$ cat config.mk
export PLATFORM = sky130hd
export DESIGN_NAME = brs_split
export DESIGN_NICKNAME = d
export VERILOG_FILES = /design/src/sv/brs_pkg.sv /design/src/sv/brs_split.sv
export SDC_FILE = /design/constraint.sdc
export NUM_CORES = 1
export LEC_CHECK = 0
export BUFFER_PORTS_ARGS = -buffer_cell sky130_fd_sc_hd__buf_4
export CORE_MARGIN = 3
export CORE_UTILIZATION = 56
export DETAILED_ROUTE_END_ITERATION = 16
export GPL_ROUTABILITY_DRIVEN = 0
export GPL_TIMING_DRIVEN = 0
export PLACE_DENSITY = 0.79
export SLEW_MARGIN = 20
export SYNTH_ARGS = -nofsm -noshare
export SYNTH_HDL_FRONTEND = slang
export SYNTH_SLANG_ARGS = --single-unit
$ cat constraint.sdc
create_clock -name clk -period 5.1 [get_ports clk]
set_input_delay 0.255 -clock clk [delete_from_list [all_inputs] [get_ports clk]]
set_output_delay 0.255 -clock clk [all_outputs]
set_load 0.01 [all_outputs]
$ cat src/sv/brs_pkg.sv
// ----------------------------------------------------------------------------
// brs_pkg: shared types and constants of the biquadratic root solver
// Result codes, the result pattern that travels with each request, and the
// default widths of the coefficient and root fields.
// ----------------------------------------------------------------------------
package brs_pkg;

	// Default coefficient width and number of fraction bits of a root.
	localparam int DEF_COEF_WIDTH = 16;
	localparam int DEF_FRAC_BITS  = 16;

	// Fixed widths of the result fields.
	localparam int CODE_WIDTH = 3;
	localparam int ROOT_WIDTH = 32;

	// Largest root magnitude; larger roots saturate to it.
	localparam logic [ROOT_WIDTH-1:0] ROOT_MAX = 32'h7FFF_FFFF;

	// Result case codes.
	typedef enum logic [CODE_WIDTH-1:0] {
		CODE_ALL_REAL  = 3'd0,
		CODE_INCONS    = 3'd1,
		CODE_NO_ROOT   = 3'd2,
		CODE_ROOT_ZERO = 3'd3,
		CODE_TWO       = 3'd4,
		CODE_FOUR      = 3'd5
	} brs_code_t;

	// Pattern of results for one request.
	// KIND_SOLVE marks a full quadratic whose roots are not yet sorted out.
	typedef enum logic [2:0] {
		KIND_NONE  = 3'd0,
		KIND_ZERO  = 3'd1,
		KIND_PAIR1 = 3'd2,
		KIND_PAIR2 = 3'd3,
		KIND_QUAD  = 3'd4,
		KIND_SOLVE = 3'd5
	} brs_kind_t;

	typedef struct packed {
		brs_code_t code;
		brs_kind_t kind;
	} brs_tag_t;

endpackage

$ cat src/sv/brs_split.sv
// ----------------------------------------------------------------------------
// brs_split: quadratic numerators and root selection
// Two stages: forms -b*2^F -/+ S, then takes magnitudes, decides which
// values of x^2 are not negative and fixes the result pattern.
// ----------------------------------------------------------------------------
module brs_split #(
	parameter int COEF_WIDTH = brs_pkg::DEF_COEF_WIDTH,
	parameter int FRAC_BITS  = brs_pkg::DEF_FRAC_BITS
) (
	input  logic                             clk,
	input  logic                             arst_n,
	input  logic                             en,
	input  logic                             in_valid,
	input  brs_pkg::brs_tag_t                in_tag,
	input  logic                             in_an,
	input  logic                             in_bn,
	input  logic [COEF_WIDTH-1:0]            in_bm,
	input  logic [COEF_WIDTH:0]              in_den,
	input  logic [COEF_WIDTH+FRAC_BITS+1:0]  in_x1,
	input  logic [COEF_WIDTH+FRAC_BITS:0]    in_s,
	output logic                             out_valid,
	output brs_pkg::brs_tag_t                out_tag,
	output logic [COEF_WIDTH+FRAC_BITS+1:0]  out_num1,
	output logic [COEF_WIDTH+FRAC_BITS+1:0]  out_num2,
	output logic [COEF_WIDTH:0]              out_den
);

	localparam int CW   = COEF_WIDTH;
	localparam int F    = FRAC_BITS;
	localparam int XW   = CW + F + 2;
	localparam int NBW  = XW + 1;
	localparam int DENW = CW + 1;

	logic [NBW-1:0] bsh_c, s_c, n1_c, n2_c;

	logic              vld_sa, an_sa;
	brs_pkg::brs_tag_t tag_sa;
	logic [DENW-1:0]   den_sa;
	logic [XW-1:0]     x1_sa;
	logic [NBW-1:0]    n1_sa, n2_sa;

	logic              neg1_c, neg2_c;
	logic [XW-1:0]     m1_c, m2_c, num1_c, num2_c;
	brs_pkg::brs_tag_t tag_c;

	// Stage A: N1 = -b*2^F - S and N2 = -b*2^F + S in two's complement.
	assign bsh_c = NBW'({in_bm, {F{1'b0}}});
	assign s_c   = NBW'(in_s);
	assign n1_c  = in_bn ? (bsh_c - s_c) : (NBW'(0) - bsh_c - s_c);
	assign n2_c  = in_bn ? (bsh_c + s_c) : (s_c - bsh_c);

	always_ff @(posedge clk or negedge arst_n) begin
		if (!arst_n) begin
			vld_sa <= 1'b0;
		end else if (en) begin
			vld_sa <= in_valid;
		end
	end

	always_ff @(posedge clk) begin
		if (en) begin
			tag_sa <= in_tag;
			an_sa  <= in_an;
			den_sa <= in_den;
			x1_sa  <= in_x1;
			n1_sa  <= n1_c;
			n2_sa  <= n2_c;
		end
	end

	// Stage B: x^2 = N/(2a) is negative when N is nonzero and its sign
	// differs from the sign of a.
	assign m1_c   = n1_sa[NBW-1] ? XW'(NBW'(0) - n1_sa) : n1_sa[XW-1:0];
	assign m2_c   = n2_sa[NBW-1] ? XW'(NBW'(0) - n2_sa) : n2_sa[XW-1:0];
	assign neg1_c = (n1_sa != '0) && (n1_sa[NBW-1] != an_sa);
	assign neg2_c = (n2_sa != '0) && (n2_sa[NBW-1] != an_sa);

	always_comb begin
		tag_c  = tag_sa;
		num1_c = x1_sa;
		num2_c = x1_sa;
		if (tag_sa.kind == brs_pkg::KIND_SOLVE) begin
			num1_c = m1_c;
			num2_c = m2_c;
			priority if (neg1_c && neg2_c) begin
				tag_c.code = brs_pkg::CODE_NO_ROOT;
				tag_c.kind = brs_pkg::KIND_NONE;
			end else if (neg1_c) begin
				tag_c.code = brs_pkg::CODE_TWO;
				tag_c.kind = brs_pkg::KIND_PAIR2;
			end else if (neg2_c) begin
				tag_c.code = brs_pkg::CODE_TWO;
				tag_c.kind = brs_pkg::KIND_PAIR1;
			end else begin
				tag_c.code = brs_pkg::CODE_FOUR;
				tag_c.kind = brs_pkg::KIND_QUAD;
			end
		end
	end

	always_ff @(posedge clk or negedge arst_n) begin
		if (!arst_n) begin
			out_valid <= 1'b0;
		end else if (en) begin
			out_valid <= vld_sa;
		end
	end

	always_ff @(posedge clk) begin
		if (en) begin
			out_tag  <= tag_c;
			out_num1 <= num1_c;
			out_num2 <= num2_c;
			out_den  <= den_sa;
		end
	end

endmodule

Word level (Yosys, flattened, before mapping)
Cells that the tools add are included.
- bits in registers: 221
- bits of input ports: 112
- word-level logic and storage cells: 39
- add/subtract/negate cells: 7
- equality and inequality tests: 3
- muxes and demuxes: 10
- reduce and logical (&&, ||, !) cells: 5
- operators with widths (operator ; count):
    $mux W34 ; 4
    $mux W35 ; 2
    $reduce_bool A35 Y1 ; 2
    $sub A1 B34 Y34 const A ; 2
    $sub A33 B34 Y35 ; 1
    $add A32 B33 Y34 ; 1
    $sub A32 B33 Y34 ; 1
    $sub A33 B32 Y34 ; 1
    $sub A1 B32 Y33 const A ; 1
    $mux W6 ; 2
    $mux W4 ; 2
    $eq A3 B3 Y1 const B ; 1
    $logic_and A1 B1 Y1 ; 3
    $ne A1 B1 Y1 ; 2

Longest topological paths before layout
- depth after elaboration: 6
- gate-level depth with buffers: 14
- depth with buffers taken out: 14

Worst setup path after synthesis
No wires, ideal clock.
- path type: reg2reg
- start: register n2_sa[4]
- end: register out_tag[1] (netlist bit), data pin
- arrival time: 3.242 ns
- required time: 4.844 ns
- setup slack: 1.602 ns
- cell stages (with the launch flop): 10
- path through: edfxtp_1 -> nor4_4 -> nand3_2 -> or4_4 -> or4_4 -> or4_4 -> o31ai_1 -> mux2_2 -> ha_1 -> a31o_2
- RTL lines (item ; RTL line ; RTL):
    start: declaration ; brs_split.sv:40 ; logic [NBW-1:0] n1_sa, n2_sa;
    start signal: assignment ; brs_split.sv:67 ; n2_sa <= n2_c;
    end signal: assignment ; brs_split.sv:111 ; out_tag <= tag_c;
    end: declaration ; brs_split.sv:22 ; output brs_pkg::brs_tag_t out_tag,

==> flow_summary.yaml <==
logic_synthesis:
  syn_area_um2: 12600
  synth_fp_nets: 1310
  netlist.area_leader.share: 0.519
  synth_cell_types: 66
  synth-seq-cells: 219
  syn_inst: 1125
  synth_edf_count: 217
  ys_top_cells_by_area: "edfxtp_1 52%, ha_1 7.1%, xor2_1 5.4%"
  yosys-top-cells-count: "217 x edfxtp_1, 115 x a21oi_1, 77 x xor2_1, 75 x nand2_1, 75 x nor2_1"
  seq_area_frac_synth: 0.523
  yosysWarnings: 0
  async_reset_ff_frac: 0.00913
  postSynthAreaPerCell_um2: 11.2
  synth_most_common_cell: "edfxtp_1"
  yosysTopAreaCell: "edfxtp_1"
  synth_flop_cell: "edfxtp_1"
power:
  cellLeakagePower_nw: 6.47
  p_per_area_nw_per_um2: 325
  worst_ir_drop_vdd_v: 0.000260
timing:
  setup_violations: 0
  whs_ns: 0.0256
  worst_pin_slew_ns: 0.982
  max-slew-margin-rel: 0.341
  finalMaxSlewViolations: 0
  fin_skew_ns: 0.0160
  final-hold-violation-count: 0
  period_minus_slack_ns: 4.04
  fin_tns_setup_ns: 0
  max_freq_mhz: 247
  finalCritPeriodShare: 0.793
  rsz0062_at_grt: "no"
setup_path:
  path_class: "reg -> reg"
  r2r_end: "out_tag[0]"
  cpMaxStageDelayCell: "nor4_1"
  setup.worst_path.end: "out_tag[0]"
  crit_path_frequent_cell: "or3_1"
  regToRegStartpoint: "n1_sa[6]"
  ff2ff_path_depth: 10
  worstPathMaxFanout: 5
  startpoint: "n1_sa[6]"
  crit_path_start_kind: "register"
  r2r_slack_ns: 1.06
  max_stage_delay_ns: 0.56
  worstPathCellList: "nor4_1, nand4b_1, or3_1, or3_1, or4_1, o31ai_1, mux2_2, inv_1, ha_1, o31a_1"
  required_ns: 5.33
  cp-end-kind: "register"
  cp.arrival_ns: 4.28
clocking:
  worstSkewPairLatency_ns: 0.50
  cts_num_sinks: 219
  cts-buffers-inserted: 22
  clkSlewWorstSetupHoldPaths_ns: 0.06
  post-cts-setup-buffer-count: 0
  cts_tree: "built"
  postCtsHoldBufs: 74
  htree_levels: 1
  cts_max_path_buffers: 3
  cts_resized: 0
  cts_root_buf: "clkbuf_16"
detailed_routing:
  wl_per_cell_um: 20.1
  num_vias: 10257
  drtAntennaViolNets: 0
  firstDrtPassIters: 6
  wirelength_um: 34800
  via_per_inst: 5.94
  drt_iter0_markers: 1113
  drcViolationCount: 0
cells_and_area:
  drive_above_1_share: 0.185
  areaGrowthSynthToFinish_pct: 28.2
  stdcell_count: 1726
  final_nets: 1615
  fillerInstances: 1490
  n_antenna_cell: 0
floorplan:
  rows: 54
  initial_core_util: 0.573
  die_w_um: 156
  ios: 204
  die-area_um2: 24200
  coreArea_um2: 21900
  chipHeight_um: 156
worst_hold_path:
  holdCritStartpoint: "en"
  holdCritPathClass: "in -> reg"
global_route:
  grt_pass1_vias: 10000
  antenna_found_initial: 0
  grt_start_max_net_pins: 111
  grt_util_all_layers: 0.273
  grt_pass1_wl_um: 52900
  grt.overflow.total: 0
placed_design:
  placedCellCount: 1610
  hpwl_um: 24600
  port_buffers: 203
run:
  maxCapViolations: 0
status:
  status: "finished, final reports clean"
final cells by class:
cell class                 instances  area (um^2)  area share
sequential                       219         6570       0.408
multi-input combinational        804         5600       0.348
timing repair buffer             281         2350       0.146
clock buffer                      25          583      0.0362
tap                              280          350      0.0218
clock inverter                    15          263      0.0163
inverter                          63          236      0.0147
buffer                            39          150     0.00933
cell usage in the layout, fill, tap and decap left out, types with 5 or more instances in the layout:
cell,Yosys,layout
edfxtp_1,217,217
buf_4,1,203
a21oi_1,115,115
xor2_1,77,77
dlygate4sd3_1,0,76
nor2_1,75,75
nand2_1,75,75
ha_1,71,71
o21ai_0,67,67
inv_1,62,62
xnor2_1,60,60
clkbuf_1,36,38
a21o_1,25,25
o31ai_1,23,23
clkbuf_16,0,23
nor3_1,19,19
or3_1,16,16
mux2i_1,14,14
o21bai_1,13,13
nand3_1,12,12
or4_1,11,11
nand4_1,10,10
o41ai_1,10,10
and3_1,7,7
a31oi_1,7,7
nor2b_1,7,7
bufinv_16,0,7
o21a_1,6,6
or2_2,5,5
nand3b_1,5,5
a31o_2,5,5
report_power, final:
| part | switching (mW) | internal (mW) | total (mW) |
|---|---|---|---|
| registers | 0.120 | 2.20 | 2.32 |
| logic | 0.594 | 0.459 | 1.05 |
| clock network | 0.676 | 1.18 | 1.86 |
sequential cells by signal, indices dropped and copies added, names as in the netlist:
name	flops
an_sa	1
den_sa	17
n1_sa	35
n2_sa	34
out_den	17
out_num1	34
out_num2	33
out_tag	6
out_valid	1
tag_sa	6
vld_sa	1
x1_sa	34
per-stage QoR:
step	power (mW)	utilization	cell area (um^2)	setup WS (ns)
finish	5.23	0.735	16100	1.06
floorplan	2.89	-	12600	1.60
global placement	3.29	0.659	14400	1.29
CTS	5.21	0.734	16100	1.10
detailed placement	3.32	0.662	14500	1.14
global route	5.43	0.735	16100	0.908
per-layer routing:
| metal | vias up | GRT usage | wire length (um) |
|---|---|---|---|
| li1 | 4765 | - | - |
| met1 | 4831 | 0.371 | 14000 |
| met2 | 573 | 0.469 | 16900 |
| met3 | 88 | 0.0300 | 2880 |
| met4 | 0 | 0.0805 | 984 |
| met5 | - | 0 | 0 |
critical path: cells and delay by family (launching register included):
kind	cells	cell delay (ns)
AOI/OAI and AO/OA	2	0.57
adders and majority gates	1	0.19
buffers and inverters	1	0.06
DFF	1	0.46
muxes	1	0.24
and+or+nand+nor	5	2.25
worst min path at each step:
stage	to	slack (ns)	depth (start not counted)
finish	out_num1[12]	0.03	1
floorplan	out_valid	-0.04	0
global placement	out_valid	0.04	1
global route	x1_sa[12]	0.01	1
CTS	n2_sa[9]	0.001	1
detailed placement	out_valid	0.04	1
cells by family (layout without fill, tap and decap cells):
logic type      count (synthesis)  count (layout)  share of synthesized area
compound gates                307             307                      0.153
simple gates                  269             269                      0.108
flops                         219             219                      0.523
xor+xnor                      137             137                     0.0956
buf+inv                       102             423                     0.0308
fa+ha+maj                      73              73                     0.0740
mux                            18              18                     0.0148
Note: power is estimated with default switching activity, not from simulation.
