===== src/sv/brs_pkg.sv =====
// ----------------------------------------------------------------------------
// brs_pkg: shared types and constants of the biquadratic root solver
// Result codes, the result pattern that travels with each request, and the
// default widths of the coefficient and root fields.
// ----------------------------------------------------------------------------
package brs_pkg;

	// Default coefficient width and number of fraction bits of a root.
	localparam int DEF_COEF_WIDTH = 16;
	localparam int DEF_FRAC_BITS  = 16;

	// Fixed widths of the result fields.
	localparam int CODE_WIDTH = 3;
	localparam int ROOT_WIDTH = 32;

	// Largest root magnitude; larger roots saturate to it.
	localparam logic [ROOT_WIDTH-1:0] ROOT_MAX = 32'h7FFF_FFFF;

	// Result case codes.
	typedef enum logic [CODE_WIDTH-1:0] {
		CODE_ALL_REAL  = 3'd0,
		CODE_INCONS    = 3'd1,
		CODE_NO_ROOT   = 3'd2,
		CODE_ROOT_ZERO = 3'd3,
		CODE_TWO       = 3'd4,
		CODE_FOUR      = 3'd5
	} brs_code_t;

	// Pattern of results for one request.
	// KIND_SOLVE marks a full quadratic whose roots are not yet sorted out.
	typedef enum logic [2:0] {
		KIND_NONE  = 3'd0,
		KIND_ZERO  = 3'd1,
		KIND_PAIR1 = 3'd2,
		KIND_PAIR2 = 3'd3,
		KIND_QUAD  = 3'd4,
		KIND_SOLVE = 3'd5
	} brs_kind_t;

	typedef struct packed {
		brs_code_t code;
		brs_kind_t kind;
	} brs_tag_t;

endpackage


===== src/sv/brs_out_if.sv =====
// ----------------------------------------------------------------------------
// brs_out_if: root result channel
// Valid/ready channel that carries one result: case code, root and flags.
// ----------------------------------------------------------------------------
interface brs_out_if;
	logic                                   valid;
	logic                                   ready;
	logic [brs_pkg::CODE_WIDTH-1:0]         case_code;
	logic signed [brs_pkg::ROOT_WIDTH-1:0]  root_value;
	logic                                   root_valid;
	logic                                   last_result;

	modport source (output valid, output case_code, output root_value,
		output root_valid, output last_result, input ready);
	modport sink (input valid, input case_code, input root_value,
		input root_valid, input last_result, output ready);
endinterface


===== src/sv/brs_emit.sv =====
// ----------------------------------------------------------------------------
// brs_emit: result sequencer
// Holds the finished roots of one request and sends its one to four results
// in order. Its readiness for the next request drives the pipeline advance.
// ----------------------------------------------------------------------------
module brs_emit #(
	parameter int LANE_WIDTH = 25
) (
	input  logic                    clk,
	input  logic                    arst_n,
	input  logic                    in_valid,
	input  brs_pkg::brs_tag_t       in_tag,
	input  logic [LANE_WIDTH-1:0]   in_r1,
	input  logic [LANE_WIDTH-1:0]   in_r2,
	output logic                    take,
	brs_out_if.source               roots
);

	localparam int RW = brs_pkg::ROOT_WIDTH;

	logic                 busy_q;
	logic [1:0]           idx_q;
	brs_pkg::brs_code_t   code_q;
	brs_pkg::brs_kind_t   kind_q;
	logic [RW-1:0]        mag1_q, mag2_q;

	logic                 sat1, sat2;
	logic [RW-1:0]        lim1, lim2;
	logic                 last_c, done;
	logic [RW-1:0]        mag_c;

	// Saturate lane roots to the largest positive root.
	assign sat1 = (in_r1 >> (RW - 1)) != '0;
	assign sat2 = (in_r2 >> (RW - 1)) != '0;
	assign lim1 = sat1 ? brs_pkg::ROOT_MAX : RW'(in_r1);
	assign lim2 = sat2 ? brs_pkg::ROOT_MAX : RW'(in_r2);

	// Last result of the held request.
	always_comb begin
		unique case (kind_q)
			brs_pkg::KIND_PAIR1,
			brs_pkg::KIND_PAIR2: last_c = idx_q[0];
			brs_pkg::KIND_QUAD:  last_c = (idx_q == 2'd3);
			default:             last_c = 1'b1;
		endcase
	end

	assign done = busy_q && roots.ready && last_c;
	assign take = !busy_q || done;

	// Control: busy flag and result index.
	always_ff @(posedge clk or negedge arst_n) begin
		if (!arst_n) begin
			busy_q <= 1'b0;
			idx_q  <= 2'd0;
		end else if (take) begin
			busy_q <= in_valid;
			idx_q  <= 2'd0;
		end else if (roots.ready) begin
			idx_q <= idx_q + 2'd1;
		end
	end

	// Payload of the held request; lanes that carry no root read as zero.
	always_ff @(posedge clk) begin
		if (take && in_valid) begin
			code_q <= in_tag.code;
			kind_q <= in_tag.kind;
			mag1_q <= (in_tag.kind == brs_pkg::KIND_PAIR1 ||
			           in_tag.kind == brs_pkg::KIND_QUAD) ? lim1 : '0;
			mag2_q <= (in_tag.kind == brs_pkg::KIND_PAIR2 ||
			           in_tag.kind == brs_pkg::KIND_QUAD) ? lim2 : '0;
		end
	end

	// Results go out as +r then -r for each pair.
	assign mag_c = (idx_q[1] || kind_q == brs_pkg::KIND_PAIR2) ? mag2_q : mag1_q;

	assign roots.valid       = busy_q;
	assign roots.case_code   = code_q;
	assign roots.root_value  = idx_q[0] ? (RW'(0) - mag_c) : mag_c;
	assign roots.root_valid  = (kind_q != brs_pkg::KIND_NONE);
	assign roots.last_result = last_c;

endmodule

===== src/flat_wrapper.sv =====
// flat-port wrapper written by rule: the top's interface ports become plain ports
module brs_emit_flat 
#(
	parameter int LANE_WIDTH = 25
)
  (clk, arst_n, in_valid, in_tag, in_r1, in_r2, take, roots_valid, roots_case_code, roots_root_value, roots_root_valid, roots_last_result, roots_ready);
  brs_out_if roots_i ();
  input  logic clk;
  input  logic arst_n;
  input  logic in_valid;
  input  brs_pkg::brs_tag_t in_tag;
  input  logic [LANE_WIDTH-1:0] in_r1;
  input  logic [LANE_WIDTH-1:0] in_r2;
  output logic take;
  output wire logic [$bits(roots_i.valid)-1:0] roots_valid;
  output wire logic [$bits(roots_i.case_code)-1:0] roots_case_code;
  output wire logic [$bits(roots_i.root_value)-1:0] roots_root_value;
  output wire logic [$bits(roots_i.root_valid)-1:0] roots_root_valid;
  output wire logic [$bits(roots_i.last_result)-1:0] roots_last_result;
  input wire logic [$bits(roots_i.ready)-1:0] roots_ready;
  assign roots_valid = roots_i.valid;
  assign roots_case_code = roots_i.case_code;
  assign roots_root_value = roots_i.root_value;
  assign roots_root_valid = roots_i.root_valid;
  assign roots_last_result = roots_i.last_result;
  assign roots_i.ready = roots_ready;
  brs_emit #(.LANE_WIDTH(LANE_WIDTH)) u_core (.clk(clk), .arst_n(arst_n), .in_valid(in_valid), .in_tag(in_tag), .in_r1(in_r1), .in_r2(in_r2), .take(take), .roots(roots_i));
endmodule

===== config.mk =====
export PLATFORM = sky130hd
export DESIGN_NAME = brs_emit_flat
export DESIGN_NICKNAME = d
export VERILOG_FILES = /design/src/sv/brs_pkg.sv /design/src/sv/brs_out_if.sv /design/src/sv/brs_emit.sv /design/src/flat_wrapper.sv
export SDC_FILE = /design/constraint.sdc
export NUM_CORES = 1
export LEC_CHECK = 0
export ABC_AREA = 1
export BUFFER_PORTS_ARGS = -buffer_cell sky130_fd_sc_hd__buf_2
export CORE_MARGIN = 1.5
export CORE_UTILIZATION = 49
export DETAILED_ROUTE_END_ITERATION = 8
export PLACE_DENSITY = 0.78
export SYNTH_ARGS = -nofsm -noshare
export SYNTH_HDL_FRONTEND = slang
export SYNTH_SLANG_ARGS = --single-unit

===== constraint.sdc =====
create_clock -name clk -period 5 [get_ports clk]
set_clock_uncertainty 0.15 [all_clocks]
set_input_delay 0.25 -clock clk [delete_from_list [all_inputs] [get_ports clk]]
set_output_delay 0.25 -clock clk [all_outputs]
set_load 0.01 [all_outputs]

* After elaboration in Yosys (flattened, before gate mapping)
Index checks and enable logic that the tools add are counted.
** Storage, ports and cells
- Word-level logic and storage cells :: 33
- Input bits :: 60
- Register bits :: 73
** Cells by class
- $add $sub $neg :: 2
- Reduce and logical (&&, ||, !) cells :: 11
- Equality and inequality tests :: 7
- Mux-type cells :: 5
** Operators by type and width (number)
- $mux 32 :: 2
- $sub 1x32->32 const A :: 1
- $eq 3x2->1 const B :: 4
- $eq 3x3->1 const B :: 2
- $logic_or 1x1->1 :: 4
- $mux 2 :: 2
- $logic_and 1x1->1 :: 3
- $reduce_bool 3->1 :: 1
- $add 2x1->2 const B :: 1
- $eq 2x2->1 const B :: 1
- $pmux 1 s2 :: 1
- $reduce_bool 2->1 :: 1
- $reduce_or 2->1 :: 1
- $logic_not 1->1 :: 1

* Longest topological paths before layout
- Depth in word-level cells :: 6
- Gate-level depth with buffers :: 16
- Mapped depth without buffers :: 15

* Worst setup path before layout
No wires, ideal clock.
- Kind :: reg2reg
- From :: reg u_core.idx_q[0]
- To :: reg u_core.kind_q[0] (enable)
- Path buffers :: 0
- Period minus slack after synthesis :: 5545 ps
- Stages on the path, launching flop included :: 6
- Setup time :: 539 ps
- Data arrival time :: 4855 ps
- Path slack :: -545 ps
- Path through :: dfrtp_1 > ha_1 > nor2_1 > a32oi_1 > nor2_1 > nor3_1
** On the way
- Word-level cells in the longest chain between the ends :: 5
** Ends and longest elaborated chain
- from (decl) :: line brs_emit.sv:22 : logic [1:0] idx_q;
- from (signal assigned) :: line brs_emit.sv:60 : idx_q <= idx_q + 2'd1;
- $eq 2x2->1 :: line brs_emit.sv:43 : brs_pkg::KIND_QUAD: last_c = (idx_q == 2'd3);
- $pmux 1 s2 * :: line brs_emit.sv:40 : unique case (kind_q)
- net roots_last_result :: line flat_wrapper.sv:19 : output wire logic [$bits(roots_i.last_result)-1:0] roots_last_result;
- $logic_and 1x1->1 * :: line brs_emit.sv:48 : assign done = busy_q && roots.ready && last_c;
- $logic_or 1x1->1 * :: line brs_emit.sv:49 : assign take = !busy_q || done;
- $logic_and 1x1->1 * :: line brs_emit.sv:66 : if (take && in_valid) begin
- to (signal assigned) :: line brs_emit.sv:68 : kind_q <= in_tag.kind;
- to (decl) :: line brs_emit.sv:24 : brs_pkg::brs_kind_t kind_q;
Mark *: on every way through the listed nets, which the timed path passes. The rest lies on a longest branch.
A chain may end at the register's enable or synchronous reset.

* Worst setup path after layout
- From :: reg u_core.idx_q[1]
- To :: out roots_root_value[24]
** On the way
- Word-level cells in the longest chain between the ends :: 4
** Ends and longest elaborated chain
- $logic_or 1x1->1 * :: line brs_emit.sv:77 : assign mag_c = (idx_q[1] || kind_q == brs_pkg::KIND_PAIR2) ? mag2_q : mag1_q;
- $mux 32 * :: line brs_emit.sv:77
- $sub 1x32->32 :: line brs_emit.sv:81 : assign roots.root_value = idx_q[0] ? (RW'(0) - mag_c) : mag_c;
- $mux 32 * :: line brs_emit.sv:81
- to (decl) :: line flat_wrapper.sv:17 : output wire logic [$bits(roots_i.root_value)-1:0] roots_root_value;
Every way passes the cells marked *; elsewhere a longest branch is shown, timed or not.

==> key figures <==
Route
  – Met2 Routed Length: 3820 um
  – # DRC: 0
  – Pre-antenna DRT Iters: 6
  – DR WL met3: 519 um
  – Post-DRT Antenna Nets: 0
  – Met1 WL: 3980 um
  – Via density: about 4.7
  – Via count: 3339
  – Highest Signal Layer: met4
  – Drt total wl: 8420 um
  – Routed length per instance: 11.8 um
  – Initial drt markers: 184

Pwr
  – Maximum vdd ir drop: 0.180 mV
  – Pwr Total: 1.38 mW
  – LEAKAGE: around 2.4 nW
  – Pwr/cell area: ~300 mW/mm2

Logic synthesis
  – Synth top area share: 0.436
  – Avg Inst Size Synth: 7.58 um2
  – Seq/Total Area, Yosys: 0.455
  – Cells after Synth: 509
  – Post-synthesis cell type count: 31
  – Largest area contributor in the netlist: edfxtp_1
  – YS warnings: 0
  – Synthesized area: about 0.0039 mm2
  – Dominant synthesized flop cell: edfxtp_1
  – Post-Syn Nets: 571
  – Ys async rst share: 0.0508
  – Post-synth EDFFs: 56
  – FF+latch count, synth: 59
  – Ranking of synthesized cells by area: edfxtp_1 44%, nand2_1 13%, inv_1 9.6%, nor2_1 7.9%, nand3_1 4.4%

Job
  – Max-cap violation count: 0

Clock network
  – CTS tree: done
  – Root Driver: clkbuf_8
  – TritonCTS buffer count: 9
  – Setup bufs post-CTS: 0
  – CTS H-Tree Depth: 3
  – Post-CTS Hold Fix Bufs: 7
  – PostCTS Resize Cnt: 0
  – Clock Latency Late Sink: 0.34 ns
  – Clock Sinks: 59
  – Reg clk slew, reported paths: around 0.07 ns
  – Maximum clock insertion buffer count: 2

Min path
  – Worst hold path type: primary input to flip-flop
  – Hold Path Depth: 3

Worst setup path
  – Critical path cell sequence: inv_2 -> nand2_4 -> nand2_1 -> nand2_1 -> inv_1 -> ha_1 -> nand2_1 -> nor2_2 -> nand2_2 -> o21ai_4 -> nand2_1 -> nand2_1 -> nand2_1 -> buf_2
  – CP Capture Type: output port
  – Slowest cell on crit path: inv_2
  – Reg2Reg Setup Slack: 1.74 ns
  – CP arrival: 3.12 ns
  – Data required, critical path: 4.60 ns
  – Critical path peak fanout: 39
  – Crit Path Class: flip-flop to output port
  – CP dominant cell by count: nand2_1
  – Reg2reg path depth: 5
  – Startpoint types: flip-flop
  – Critical Path Max Stage Delay: roughly 0.45 ns

Final layout
  – Diode count: 0
  – Most frequent cells in the layout: 130 x nand2_1, 99 x inv_1, 98 x buf_2
  – Multi-input logic area: 0.00161 mm2
  – Fill cells: about 730
  – Leading cell type in the layout, fill and taps excluded: nand2_1
  – Nets@finish: 670
  – Layout overhead on the synthesized area: 20.1%
  – Layout cells sized above 1: 0.241
  – Fin area: about 0.0046 mm2
  – Reg area: 0.00176 mm2

STA
  – Tmin final: about 3.5 ns
  – Final-report setup violation count: 0
  – Worst-Margin Slew: 1.07 ns
  – Final hold slack: 0.0100 ns
  – Max Clock Freq: 284 MHz
  – Final hold viol count: 0
  – Period utilization: 0.704
  – RSZ-0062 raised after global routing: no
  – Total negative slack: 0 ns
  – Pins Over Slew Limit: 0
  – Rel. slew slack: 0.288

Floorplan
  – Site row count: 32
  – Die ar.: about 0.0084 mm2
  – Initial Util: 0.502
  – Die X: 91.7 um
  – Top Ports: 99
  – Die Y: 91.7 um
  – Core area: 0.00769 mm2

Placed design
  – Final HPWL DP: 6110 um
  – PortBufs: 98
  – Placed Area: between 0.004 and 0.005 mm2
  – Gpl congestion: 0.862

Global routing
  – GR Overflow Total: 0
  – GRT Resource Usage Total: 0.212
  – Largest net degree at the start of global routing: 57
  – Initial antenna violation count: 0
  – Global-route wire length before repair: 14000 um
  – Vias in the first global route: 3030

Outcome
  – Status: complete, no violations
-- flip-flops by register name (all words and copies together), names as in the netlist --
register / cells
u_core.mag1_q: 25
u_core.mag2_q: 25
u_core.kind_q: 3
u_core.roots.case_code: 3
u_core.idx_q: 2
u_core.roots.valid: 1
-- cell usage after synthesis (2+ instances only) --
master,n
buf_6,3
buf_2,3
xor2_1,10
nor3_2,2
o211ai_1,4
o21ai_0,12
edfxtp_1,56
dfrtp_1,3
nand2_2,16
nor2_1,81
inv_2,4
ha_1,2
xnor2_1,2
inv_1,99
nand3b_1,17
nand2_4,3
nand3_1,34
nand4_1,2
nor2_2,4
o21ai_2,2
nand2_1,130
buf_8,2
clkbuf_1,9
nor3_1,2
-- layer usage --
layer  track usage  vias to the layer above
met2         0.336                      113
met5             0                        -
li1              -                     1754
met3        0.0473                        9
met1         0.291                     1463
met4        0.0628                        0
-- cells by family after synthesis --
logic type | Yosys count | synth area share
simple gates | 293 | 0.342
compound gates | 22 | 0.0386
xor+xnor | 12 | 0.0272
flops | 59 | 0.455
buf+inv | 121 | 0.130
fa+ha+maj | 2 | 0.00648
-- layout make-up --
cell class | count | area share
flip-flops and latches | 59 | 0.379
well taps | 102 | 0.0275
repair buffers | 106 | 0.123
clock buffers | 11 | 0.0283
multi-input cells | 329 | 0.347
clock inverters | 5 | 0.0116
inverters | 103 | 0.0834
-- worst max-delay path: cells and delay by family (launching register included) --
family          cells  cell delay [ns]
flops               1             0.41
fa+ha+maj           1             0.17
buf+inv             3             0.68
compound gates      1             0.23
simple gates        9             1.28
-- where the power goes --
| group | internal (mW) | switching, mW | total [mW] | leakage [nW] |
|---|---|---|---|---|
| clock | 0.228 | 0.192 | 0.419 | 0.0870 |
| sequential | 0.578 | 0.0197 | 0.598 | 0.581 |
| combinational | 0.138 | 0.230 | 0.367 | 1.71 |
| total | 0.944 | 0.441 | 1.38 | 2.38 |
-- through the flow --
stage	utilization	setup WS [ns]	cells
finish	0.603	1.48	715
global route	0.603	1.19	715
detailed placement	0.570	1.80	692
floorplan	-	1.17	509
CTS	0.603	1.48	715
global placement	0.570	1.91	692
-- final timing paths --
path | from | endpoint
setup reg to reg | u_core.idx_q[0]$_DFFE_PN0P_ | u_core.mag2_q[21]$_SDFFCE_PN0P_
hold / removal | in_valid | u_core.roots.valid$_DFFE_PN0N_
min in group asynchronous | arst_n | u_core.roots.valid$_DFFE_PN0N_
setup / recovery | u_core.idx_q[1]$_DFFE_PN0P_ | roots_root_value[24]
hold reg to reg | u_core.idx_q[1]$_DFFE_PN0P_ | u_core.idx_q[1]$_DFFE_PN0P_
max in group asynchronous | arst_n | u_core.idx_q[0]$_DFFE_PN0P_
No activity file was read; power rests on OpenSTA's default activity.
