==> src/sv/brs_pkg.sv <==
// ----------------------------------------------------------------------------
// brs_pkg: shared types and constants of the biquadratic root solver
// Result codes, the result pattern that travels with each request, and the
// default widths of the coefficient and root fields.
// ----------------------------------------------------------------------------
package brs_pkg;

	// Default coefficient width and number of fraction bits of a root.
	localparam int DEF_COEF_WIDTH = 16;
	localparam int DEF_FRAC_BITS  = 16;

	// Fixed widths of the result fields.
	localparam int CODE_WIDTH = 3;
	localparam int ROOT_WIDTH = 32;

	// Largest root magnitude; larger roots saturate to it.
	localparam logic [ROOT_WIDTH-1:0] ROOT_MAX = 32'h7FFF_FFFF;

	// Result case codes.
	typedef enum logic [CODE_WIDTH-1:0] {
		CODE_ALL_REAL  = 3'd0,
		CODE_INCONS    = 3'd1,
		CODE_NO_ROOT   = 3'd2,
		CODE_ROOT_ZERO = 3'd3,
		CODE_TWO       = 3'd4,
		CODE_FOUR      = 3'd5
	} brs_code_t;

	// Pattern of results for one request.
	// KIND_SOLVE marks a full quadratic whose roots are not yet sorted out.
	typedef enum logic [2:0] {
		KIND_NONE  = 3'd0,
		KIND_ZERO  = 3'd1,
		KIND_PAIR1 = 3'd2,
		KIND_PAIR2 = 3'd3,
		KIND_QUAD  = 3'd4,
		KIND_SOLVE = 3'd5
	} brs_kind_t;

	typedef struct packed {
		brs_code_t code;
		brs_kind_t kind;
	} brs_tag_t;

endpackage

==> src/sv/brs_front.sv <==
// ----------------------------------------------------------------------------
// brs_front: coefficient decode and discriminant
// Three stages: sign/magnitude split, products and case sorting, then the
// discriminant with the radicand for the square root that follows.
// ----------------------------------------------------------------------------
module brs_front #(
	parameter int COEF_WIDTH = brs_pkg::DEF_COEF_WIDTH,
	parameter int FRAC_BITS  = brs_pkg::DEF_FRAC_BITS
) (
	input  logic                                   clk,
	input  logic                                   arst_n,
	input  logic                                   en,
	input  logic                                   in_valid,
	input  logic signed [COEF_WIDTH-1:0]           coef_a,
	input  logic signed [COEF_WIDTH-1:0]           coef_b,
	input  logic signed [COEF_WIDTH-1:0]           coef_c,
	output logic                                   out_valid,
	output brs_pkg::brs_tag_t                      out_tag,
	output logic                                   out_an,
	output logic                                   out_bn,
	output logic [COEF_WIDTH-1:0]                  out_bm,
	output logic [COEF_WIDTH:0]                    out_den,
	output logic [COEF_WIDTH+FRAC_BITS+1:0]        out_x1,
	output logic [2*COEF_WIDTH+2*FRAC_BITS:0]      out_rad
);

	localparam int CW   = COEF_WIDTH;
	localparam int F    = FRAC_BITS;
	localparam int XW   = CW + F + 2;
	localparam int DENW = CW + 1;
	localparam int PW   = 2 * CW;
	localparam int DSW  = 2 * CW + 2;
	localparam int RW   = 2 * CW + 2 * F + 1;

	logic [CW-1:0] a_raw, b_raw, c_raw;
	logic [CW-1:0] a_mag, b_mag, c_mag;

	logic          vld_s1, an_s1, bn_s1, cn_s1;
	logic [CW-1:0] am_s1, bm_s1, cm_s1;

	brs_pkg::brs_tag_t tag_c2;
	logic [DENW-1:0]   den_c2;
	logic [XW-1:0]     x1_c2;
	logic [PW-1:0]     bb_c2, ac_c2;

	logic              vld_s2, an_s2, bn_s2, acn_s2;
	brs_pkg::brs_tag_t tag_s2;
	logic [CW-1:0]     bm_s2;
	logic [DENW-1:0]   den_s2;
	logic [XW-1:0]     x1_s2;
	logic [PW-1:0]     bb_s2, ac_s2;

	logic [DSW-1:0]    d_c3;
	logic              dneg_c3, dzero_c3;
	brs_pkg::brs_tag_t tag_c3;
	logic [RW-1:0]     rad_c3;

	// Two's complement to sign and magnitude; the most negative code keeps
	// its bits, which read as its magnitude.
	assign a_raw = coef_a;
	assign b_raw = coef_b;
	assign c_raw = coef_c;
	assign a_mag = a_raw[CW-1] ? (~a_raw + CW'(1)) : a_raw;
	assign b_mag = b_raw[CW-1] ? (~b_raw + CW'(1)) : b_raw;
	assign c_mag = c_raw[CW-1] ? (~c_raw + CW'(1)) : c_raw;

	// Stage 1 valid.
	always_ff @(posedge clk or negedge arst_n) begin
		if (!arst_n) begin
			vld_s1 <= 1'b0;
		end else if (en) begin
			vld_s1 <= in_valid;
		end
	end

	// Stage 1 payload.
	always_ff @(posedge clk) begin
		if (en) begin
			an_s1 <= a_raw[CW-1];
			bn_s1 <= b_raw[CW-1];
			cn_s1 <= c_raw[CW-1];
			am_s1 <= a_mag;
			bm_s1 <= b_mag;
			cm_s1 <= c_mag;
		end
	end

	// Stage 2: products and sorting of the degenerate cases.
	assign bb_c2 = PW'(bm_s1) * PW'(bm_s1);
	assign ac_c2 = PW'(am_s1) * PW'(cm_s1);

	always_comb begin
		tag_c2.code = brs_pkg::CODE_FOUR;
		tag_c2.kind = brs_pkg::KIND_SOLVE;
		den_c2      = {am_s1, 1'b0};
		x1_c2       = XW'({bm_s1, {F{1'b0}}});
		priority if (am_s1 == '0 && bm_s1 == '0) begin
			tag_c2.code = (cm_s1 == '0) ? brs_pkg::CODE_ALL_REAL : brs_pkg::CODE_INCONS;
			tag_c2.kind = brs_pkg::KIND_NONE;
		end else if (am_s1 == '0) begin
			// Linear in x^2: t = -c/b.
			if (cm_s1 != '0 && cn_s1 == bn_s1) begin
				tag_c2.code = brs_pkg::CODE_NO_ROOT;
				tag_c2.kind = brs_pkg::KIND_NONE;
			end else begin
				tag_c2.code = brs_pkg::CODE_TWO;
				tag_c2.kind = brs_pkg::KIND_PAIR1;
			end
			den_c2 = DENW'(bm_s1);
			x1_c2  = XW'({cm_s1, {F{1'b0}}});
		end else if (bm_s1 == '0) begin
			// Pure quartic: t = -c/a.
			if (cm_s1 == '0) begin
				tag_c2.code = brs_pkg::CODE_ROOT_ZERO;
				tag_c2.kind = brs_pkg::KIND_ZERO;
			end else if (cn_s1 == an_s1) begin
				tag_c2.code = brs_pkg::CODE_NO_ROOT;
				tag_c2.kind = brs_pkg::KIND_NONE;
			end else begin
				tag_c2.code = brs_pkg::CODE_TWO;
				tag_c2.kind = brs_pkg::KIND_PAIR1;
			end
			den_c2 = DENW'(am_s1);
			x1_c2  = XW'({cm_s1, {F{1'b0}}});
		end else begin
			tag_c2.code = brs_pkg::CODE_FOUR;
			tag_c2.kind = brs_pkg::KIND_SOLVE;
		end
	end

	// Stage 2 valid.
	always_ff @(posedge clk or negedge arst_n) begin
		if (!arst_n) begin
			vld_s2 <= 1'b0;
		end else if (en) begin
			vld_s2 <= vld_s1;
		end
	end

	// Stage 2 payload.
	always_ff @(posedge clk) begin
		if (en) begin
			tag_s2 <= tag_c2;
			an_s2  <= an_s1;
			bn_s2  <= bn_s1;
			acn_s2 <= an_s1 ^ cn_s1;
			bm_s2  <= bm_s1;
			den_s2 <= den_c2;
			x1_s2  <= x1_c2;
			bb_s2  <= bb_c2;
			ac_s2  <= ac_c2;
		end
	end

	// Stage 3: discriminant b^2 - 4ac; its sign and zero test finish the
	// sorting of the full quadratic.
	assign d_c3     = acn_s2 ? (DSW'(bb_s2) + {ac_s2, 2'b00})
	                         : (DSW'(bb_s2) - {ac_s2, 2'b00});
	assign dneg_c3  = d_c3[DSW-1];
	assign dzero_c3 = (d_c3 == '0);

	always_comb begin
		tag_c3 = tag_s2;
		if (tag_s2.kind == brs_pkg::KIND_SOLVE) begin
			priority if (dneg_c3) begin
				tag_c3.code = brs_pkg::CODE_NO_ROOT;
				tag_c3.kind = brs_pkg::KIND_NONE;
			end else if (dzero_c3) begin
				// Double root t = -b/(2a).
				if (bn_s2 == an_s2) begin
					tag_c3.code = brs_pkg::CODE_NO_ROOT;
					tag_c3.kind = brs_pkg::KIND_NONE;
				end else begin
					tag_c3.code = brs_pkg::CODE_TWO;
					tag_c3.kind = brs_pkg::KIND_PAIR1;
				end
			end else begin
				tag_c3 = tag_s2;
			end
		end
		rad_c3 = (tag_c3.kind == brs_pkg::KIND_SOLVE) ? {d_c3[PW:0], {(2*F){1'b0}}} : '0;
	end

	// Stage 3 valid.
	always_ff @(posedge clk or negedge arst_n) begin
		if (!arst_n) begin
			out_valid <= 1'b0;
		end else if (en) begin
			out_valid <= vld_s2;
		end
	end

	// Stage 3 payload.
	always_ff @(posedge clk) begin
		if (en) begin
			out_tag <= tag_c3;
			out_an  <= an_s2;
			out_bn  <= bn_s2;
			out_bm  <= bm_s2;
			out_den <= den_s2;
			out_x1  <= x1_s2;
			out_rad <= rad_c3;
		end
	end

endmodule

==> config.mk <==
export PLATFORM = sky130hd
export DESIGN_NAME = brs_front
export DESIGN_NICKNAME = d
export VERILOG_FILES = /design/src/sv/brs_pkg.sv /design/src/sv/brs_front.sv
export SDC_FILE = /design/constraint.sdc
export NUM_CORES = 1
export LEC_CHECK = 0
export BUFFER_PORTS_ARGS = -buffer_cell sky130_fd_sc_hd__buf_2
export CAP_MARGIN = 20
export CORE_UTILIZATION = 36
export CTS_CLUSTER_SIZE = 16
export DETAILED_ROUTE_END_ITERATION = 6
export PLACE_DENSITY = 0.6
export SLEW_MARGIN = 0
export SYNTH_ARGS = -nofsm -noshare
export SYNTH_HDL_FRONTEND = slang
export SYNTH_SLANG_ARGS = --single-unit
==> constraint.sdc <==
create_clock -name clk -period 6.1 [get_ports clk]
set_clock_uncertainty 0.1 [all_clocks]
set_input_delay 0.61 -clock clk [delete_from_list [all_inputs] [get_ports clk]]
set_output_delay 0.61 -clock clk [all_outputs]
set_load 0.005 [all_outputs]
# [Word level (Yosys, flattened, before mapping)]
# Index checks and enable logic that the tools add are counted.
[word_totals] regBits=334 in_bits=52 out_inout_bits=141 elab_cells=78
[classes] add_sub_neg=5 multipliers=2 eq_ne=5 n_mux=21 bitwise_logic=4 n_reduce_logical=8
[op_table] cell="2-to-1 mux 32 bit" n=3
[op_table] cell="multiplier 16 x 16 -> 32 bit" n=2
[op_table] cell="2-to-1 mux 6 bit" n=10
[op_table] cell="2-to-1 mux 17 bit" n=3
[op_table] cell="adder 16 x 1 -> 16 bit (second input constant)" n=3
[op_table] cell="zero test 16 bit" n=3
[op_table] cell="NOT 16 bit" n=3
[op_table] cell="2-to-1 mux 15 bit" n=3
[op_table] cell="adder 32 x 34 -> 34 bit" n=1
[op_table] cell="zero test 34 bit" n=1
[op_table] cell="2-to-1 mux 34 bit" n=1
[op_table] cell="subtractor 32 x 34 -> 34 bit" n=1
[op_table] cell="nonzero test 16 bit" n=1
[op_table] cell="== test 3 bit (second input constant)" n=2
[op_table] cell="== test 1 bit" n=3
[op_table] cell="logical AND 1 bit" n=2
[op_table] cell="OR reduction 2 bit" n=1
[op_table] cell="2-to-1 mux 1 bit" n=1
[op_table] cell="bitwise XOR 1 bit" n=1

# [Depth between registers and ports, before layout]
# Gate-level depths: netlist of the first run.
[logic_depth] depth_word=7 depth_mapped=27 depth_no_buf=26

# [Worst setup path after synthesis of the first run]
# Ideal clock, no wire load.
[synth_path] path_kind="reg-to-reg" startpoint="reg am_s1[11]" endpoint="reg ac_s2[30] (data pin)" t_arrival_ps=6140 slack_ps=-406 stages_incl_launch_ff=23 path_cell_list="edfxtp_1 -> clkbuf_1 -> clkbuf_1 -> nand2_1 -> fa_1 -> fa_1 -> fa_1 -> inv_1 -> fa_1 -> fa_1 -> fa_1 -> ha_1 -> a21o_1 -> a21oi_1 -> nor2_1 -> a311oi_1 -> o31ai_1 -> a21o_1 -> nor2b_1 -> o21a_1 -> a41o_1 -> o41ai_1 -> xnor2_1"
[synth_between] elab_chain_cells=1
[synth_lines] element="start, declared" line_no="brs_front.sv:39" rtl="logic [CW-1:0] am_s1, bm_s1, cm_s1;"
[synth_lines] element="start signal, assigned" line_no="brs_front.sv:82" rtl="am_s1 <= a_mag;"
[synth_lines] element="multiplier 16 x 16 -> 32 bit" line_no="brs_front.sv:90" rtl="assign ac_c2 = PW'(am_s1) * PW'(cm_s1);"
[synth_lines] element="net ac_c2[30]" line_no="brs_front.sv:44" rtl="logic [PW-1:0] bb_c2, ac_c2;"
[synth_lines] element="end signal, assigned" line_no="brs_front.sv:151" rtl="ac_s2 <= ac_c2;"
[synth_lines] element="end, declared" line_no="brs_front.sv:51" rtl="logic [PW-1:0] bb_s2, ac_s2;"
# The timed path passes the listed nets, and every way through them passes these cells.
# A chain may end at the register's enable or synchronous reset.

# [Worst setup path after layout of the first run]
[layout_path] startpoint="reg bm_s1[7]" endpoint="reg bb_s2[31] (data pin)"
[layout_between] elab_chain_cells=1
[layout_lines] element="start, declared" line_no="brs_front.sv:39"
[layout_lines] element="start signal, assigned" line_no="brs_front.sv:83" rtl="bm_s1 <= b_mag;"
[layout_lines] element="multiplier 16 x 16 -> 32 bit" line_no="brs_front.sv:89" rtl="assign bb_c2 = PW'(bm_s1) * PW'(bm_s1);"
[layout_lines] element="net bb_c2[31]" line_no="brs_front.sv:44"
[layout_lines] element="end signal, assigned" line_no="brs_front.sv:150" rtl="bb_s2 <= bb_c2;"
[layout_lines] element="end, declared" line_no="brs_front.sv:51"
# The timed path passes the listed nets, and every way through them passes these cells.

==> results_dict.tcl, run 1 <==
set metrics [dict create \
    track_usage_pct 17.1 \
    cts_tree "built" \
    overflow 0 \
    max_slew_margin_pct 20.6 \
    maxCapViolations 0 \
    syn_area_um2 28100 \
    min_period_over_period_pct 103 \
    clk_pin_slew_worst_paths_ns 0.06 \
    dr_total_vias 19919 \
    htreeDepth 1 \
    setup_viol 8 \
    core_area_um2 77300 \
    synth_commonest_cells "inv_1 (495), fa_1 (357), nand2_1 (293)" \
    yosysSeqAreaShare_pct 28.0 \
    async_flop_share_pct 1.14 \
    diodes 0 \
    drive_gt1_share_pct 20.0 \
    grt_pass1_wl_mm 106 \
    crit_path_start_kind "flip-flop" \
    dp_hpwl_mm 56.4 \
    ctsLongestPathBuffers 3 \
    r2r-start "bm_s1[7]" \
    synth_edf_count 260 \
    gp_congestion 0.863 \
    num_rows 102 \
    place_inst 4094 \
    min_path_type "input pin to flip-flop" \
    synth.distinct_cells 81 \
    yosysMostFrequentCell "inv_1" \
    wl_per_cell_um 16.3 \
    rsz0062_at_grt "true" \
    setup_ws_ns -0.209 \
    grt_max_degree 163 \
    clk_latency_ns 0.59 \
    final-hold-violation-count 0 \
    violations "negative setup slack" \
    yosysTopAreaCell "edfxtp_1" \
    cpPeakStageDelay_ns 0.57 \
    yosysTopAreaCellShare_pct 27.8 \
    viasPerCell 4.75 \
    min_from "in_valid" \
    numCtsBuffers 30 \
    netlist_top_cells_area "edfxtp_1 (28%), fa_1 (25%), ha_1 (11%)" \
    wl_mm 68.5 \
    root_buffer "clkbuf_16" \
    dr.pass1.iters 5 \
    critical_path_class "flip-flop to flip-flop" \
    port_buffers 141 \
    die_x_um 281 \
    ant_nets 0 \
    cp_slowest_cell "fa_2" \
    r2r_end "bb_s2[31]" \
    met1_length_mm 32.8 \
    holdPathStages 2 \
    arrival_ns 6.54 \
    fmax_ghz 0.158 \
    io_pins 193 \
    dr.max_layer_used "met4" \
    drc_errors 0 \
    grt_pass1_vias 19439 \
    wl_met2_mm 31.2 \
    run_status "finished with violations" \
    synth.avg_cell_area_um2 10.2 \
    ys_ff_latch 263 \
    period_minus_slack_ns 6.31 \
    initial_utilization_pct 36.4 \
    required_ns 6.33 \
    slew_viol_final 0 \
    ys.flop_type "edfxtp_1" \
    path_max_fanout 4 \
    drtIter0Drc 1065 \
    fin_cells 4193 \
    area_delta_synth_final_pct 19.4 \
    met3_wirelength_mm 3.05 \
    yosysWarningCount 0 \
    r2r_slack_ns -0.21 \
    die_area_um2 79200 \
    synthCells 2753 \
    tightest_slew_ns 1.19 \
    ff2ff_path_depth 27 \
    die_height_um 281 \
    endpoint_kind "flip-flop" \
    cpMostUsedCell "fa_1" \
    antenna_found_initial 0 \
    nNetsFinal 3783 \
    clock-sinks 263 \
    worstHoldEndpoint "vld_s1" \
]
-- how the worst max path moves through the flow --
stage,depth (start not counted),from,slack (ns),endpoint
6_report,27,bm_s1[7],-0.21,bb_s2[31]
5_1_grt,27,bm_s1[7],-0.41,bb_s2[31]
4_1_cts,23,am_s1[7],-0.06,ac_s2[30]
3_5_place_dp,23,bm_s1[7],-0.30,bb_s2[29]
3_3_place_gp,24,bm_s1[7],-0.24,bb_s2[29]
2_1_floorplan,22,cm_s1[6],-0.07,ac_s2[30]
-- flip-flops by register name, indices dropped and copies added, names as in the netlist, 6 cells and up --
name     count
out_bm      16
am_s1       16
bm_s2       16
ac_s2       32
cm_s1       16
x1_s2       16
bm_s1       16
out_rad     32
out_tag      6
den_s2      17
out_x1      16
out_den     17
tag_s2       6
bb_s2       30
-- cells in the final DEF, fill, tap and decap left out, types with 15 or more instances in the layout --
cell type  count
fa_1         342
nand4_1       17
inv_1        487
conb_1        51
nor4_1        19
nor3_1        37
a31oi_1       16
xor2_1        66
buf_6         30
xnor2_1       95
edfxtp_1     260
nand2b_1      16
nand2_1      287
o21ai_0       42
a21o_1        37
and2_1       145
buf_4        267
nor2_1        99
buf_2        141
clkbuf_16     32
a21oi_1       78
ha_1         238
nand3_1       20
fa_2          15
-- what timing repair did --
item,4_1_cts,5_1_grt
hold buffers,1,0
cloned,0,1
endpoints found under the hold margin,3,0
resized for setup,50,82
buffers inserted,20,26
setup endpoints to repair,13,21
pin swaps,30,48
-- routing by layer --
layer / track usage [%] / vias up
met5: 0 / -
met2: 27.1 / 461
met4: 3.82 / 0
li1: - / 9549
met3: 1.89 / 79
met1: 25.2 / 9830
-- kinds of logic after synthesis --
logic type | after synthesis | share of synthesized area (%)
compound gates | 311 | 7.28
buf+inv | 653 | 9.45
simple gates | 746 | 13.2
flops | 263 | 28.0
fa+ha+maj | 601 | 36.3
other cells | 1 | 0.0133
xor+xnor | 166 | 5.23
mux | 12 | 0.481
-- final cells by class --
type | count | area (um^2)
repair buffers | 453 | 3320
fillers | 7473 | 43800
clock buffers | 34 | 787
inverters | 495 | 1860
multi-input cells | 1887 | 18200
clock inverters | 21 | 179
well taps | 1040 | 1300
flip-flops and latches | 263 | 7880
-- stage by stage --
step / util [%] / setup TNS (ns) / area [um^2] / hold slack, ns / setup slack [ns]
2_1_floorplan: - / -0.0706 / 28500 / 0.214 / -0.0706
3_3_place_gp: 41.0 / -1.11 / 31700 / 0.301 / -0.236
3_5_place_dp: 41.0 / -1.92 / 31700 / 0.305 / -0.296
4_1_cts: 42.7 / -0.151 / 33000 / 0.120 / -0.0620
5_1_grt: 43.4 / -3.84 / 33600 / 0.147 / -0.412
6_report: 43.4 / -0.745 / 33600 / 0.162 / -0.209
-- worst max-delay path, delay by kind of cell (launching register included) --
family / cells / cell delay [ns]
simple gates: 3 / 0.39
compound gates: 7 / 1.03
xor+xnor: 1 / 0.10
buf+inv: 9 / 0.83
flops: 1 / 0.46
fa+ha+maj: 7 / 3.16
Power of run 1 is left out: the tool's default activity adds up to more than one toggle a clock period on the data nets, which glitch-free logic cannot reach.
==> inputs of run 2 (changes only) <==
Settings changed: SETUP_SLACK_MARGIN from default to 0.05.
==> results_dict.tcl, run 2 (synthesis gave the netlist of run 1 again) <==
set metrics [dict create \
    rsz0062_at_grt "true" \
    wl_mm 68.9 \
    clock-sinks 263 \
    busiest_layer "met2" \
    htreeDepth 1 \
    nNetsFinal 3760 \
    slew_viol_final 0 \
    drtIter0Drc 1183 \
    cpPeakStageDelay_ns 0.57 \
    port_buffers 141 \
    mostFrequentLayoutCells "inv_1 (482), fa_1 (342), nand2_1 (282)" \
    ctsLongestPathBuffers 3 \
    critical_path_class "flip-flop to flip-flop" \
    min_path_type "input pin to flip-flop" \
    grt_max_degree 140 \
    viasPerCell 4.73 \
    run_status "finished with violations" \
    max_slew_margin_pct 33.8 \
    worstPathCellList "and2_1, fa_1, inv_1, fa_1, fa_1, inv_1, fa_1, fa_1, fa_1, ha_4, a21o_1, a21oi_2, nor2_2, a311oi_2, o31ai_1, a21o_1, nor2b_4, o21a_1, a41o_1, o41ai_4, xnor2_1" \
    clk_pin_slew_worst_paths_ns 0.08 \
    cp_slowest_cell "fa_1" \
    num_rows 102 \
    fillCellCount 7470 \
    area_delta_synth_final_pct 19.2 \
    maxCapViolations 0 \
    drive_gt1_share_pct 20.0 \
    grt_use_met2_pct 27.5 \
    diodes 0 \
    r2r_slack_ns -0.14 \
    core_area_um2 77300 \
    use_met1_pct 25.2 \
    fin_cells 4169 \
    endpoint_kind "flip-flop" \
    required_ns 6.33 \
    final_common_cell "inv_1" \
    tightest_slew_ns 0.992 \
    whs_ns 0.171 \
    root_buffer "clkbuf_16" \
    drc_errors 0 \
    fmax_ghz 0.160 \
    io_pins 193 \
    setup_viol 7 \
    min_period_over_period_pct 102 \
    reg_top3 "ac_s2 (32), out_rad (32), bb_s2 (30)" \
    cts_tree "built" \
    multi_input_area_um2 18300 \
    wl_per_cell_um 16.5 \
    final-hold-violation-count 0 \
    crit_path_start_kind "flip-flop" \
    cpMostUsedCell "fa_1" \
    track_usage_pct 17.3 \
    clk_latency_ns 0.58 \
    antenna_found_initial 2 \
    ant_nets 0 \
    initial_utilization_pct 36.4 \
    dr_total_vias 19703 \
    grt_pass1_vias 19456 \
    gp_congestion 0.882 \
    use_met3_pct 2.25 \
    period_minus_slack_ns 6.24 \
    die_x_um 281 \
    seq_area_um2 7880 \
    numCtsBuffers 30 \
    die_area_um2 79200 \
    die_height_um 281 \
    arrival_ns 6.47 \
    dr.pass1.iters 5 \
    violations "negative setup slack" \
    path_max_fanout 8 \
    place_inst 4074 \
    grt_pass1_wl_mm 107 \
    setup_ws_ns -0.139 \
    overflow 0 \
    dp_hpwl_mm 56.6 \
]
[run 2: cell count changes in the layout (fill, tap and decap cells not counted), moves of 3 or more]
cell       previous run  this run
xnor2_2               2         5
buf_6                30        26
nor2_1               99        96
inv_2                 8        13
buf_4               267       246
nand2_1             287       282
nand2_2               4         8
ha_4                  6         9
ha_1                238       234
inv_1               487       482
bufinv_16             2         5
nor2_2                2         7
xnor2_1              95        92
[run 2: final timing paths]
| kind | depth (start not counted) | end | start |
|---|---|---|---|
| worst max-delay path | 21 | ac_s2[30] | cm_s1[5] |
| worst min-delay path | 2 | vld_s1 | in_valid |
| worst max register to register | 21 | ac_s2[30] | cm_s1[5] |
| worst min register to register | 0 | out_den[8] | den_s2[8] |
| max in group asynchronous | 2 | out_valid | arst_n |
| min in group asynchronous | 2 | vld_s2 | arst_n |
[run 2: layout make-up]
class,count,share of cell area [%]
Clock buffer,34,2.35
Clock inverter,20,0.728
Inverter,495,5.55
Multi-Input combinational cell,1887,54.5
Sequential cell,263,23.5
Tap cell,1040,3.88
Timing Repair Buffer,430,9.42
[run 2: stage by stage]
| stage | setup slack, ns | instance area [um^2] | util, % | setup TNS [ns] |
|---|---|---|---|---|
| after CTS | -0.0792 | 33100 | 42.8 | -0.117 |
| after detailed placement | -0.243 | 31600 | 40.9 | -1.32 |
| after global placement | -0.146 | 31600 | 40.9 | -0.609 |
| final | -0.139 | 33500 | 43.3 | -0.357 |
| after floorplan | -0.0706 | 28500 | - | -0.0706 |
| after global routing | -0.349 | 33500 | 43.3 | -3.26 |
[run 2: routing by layer]
| layer | vias to the layer above | part of all wire [%] |
|---|---|---|
| met5 | - | 0 |
| met4 | 0 | 1.8 |
| met3 | 73 | 4.8 |
| met2 | 439 | 46 |
| met1 | 9681 | 48 |
| li1 | 9510 | - |
[run 2: repair_timing]
action / CTS / global route
endpoints found under the hold margin: 3 / 0
cloned: 0 / 2
endpoints found under the setup margin: 15 / 26
hold buffers: 1 / 0
pin swaps: 34 / 62
buffers inserted: 27 / 17
gates resized for setup: 61 / 72
[run 2: worst max-delay path, delay by kind of cell (launching register included)]
kind                     cells  cell delay, ns
AO/OA/AOI/OAI                8            1.51
XOR/XNOR                     1            0.10
adder cells (fa/ha/maj)      7            3.21
buffers and inverters        2            0.10
flip-flops                   1            0.53
AND/OR/NAND/NOR              3            0.43
Power of run 2 is left out for the same reason.
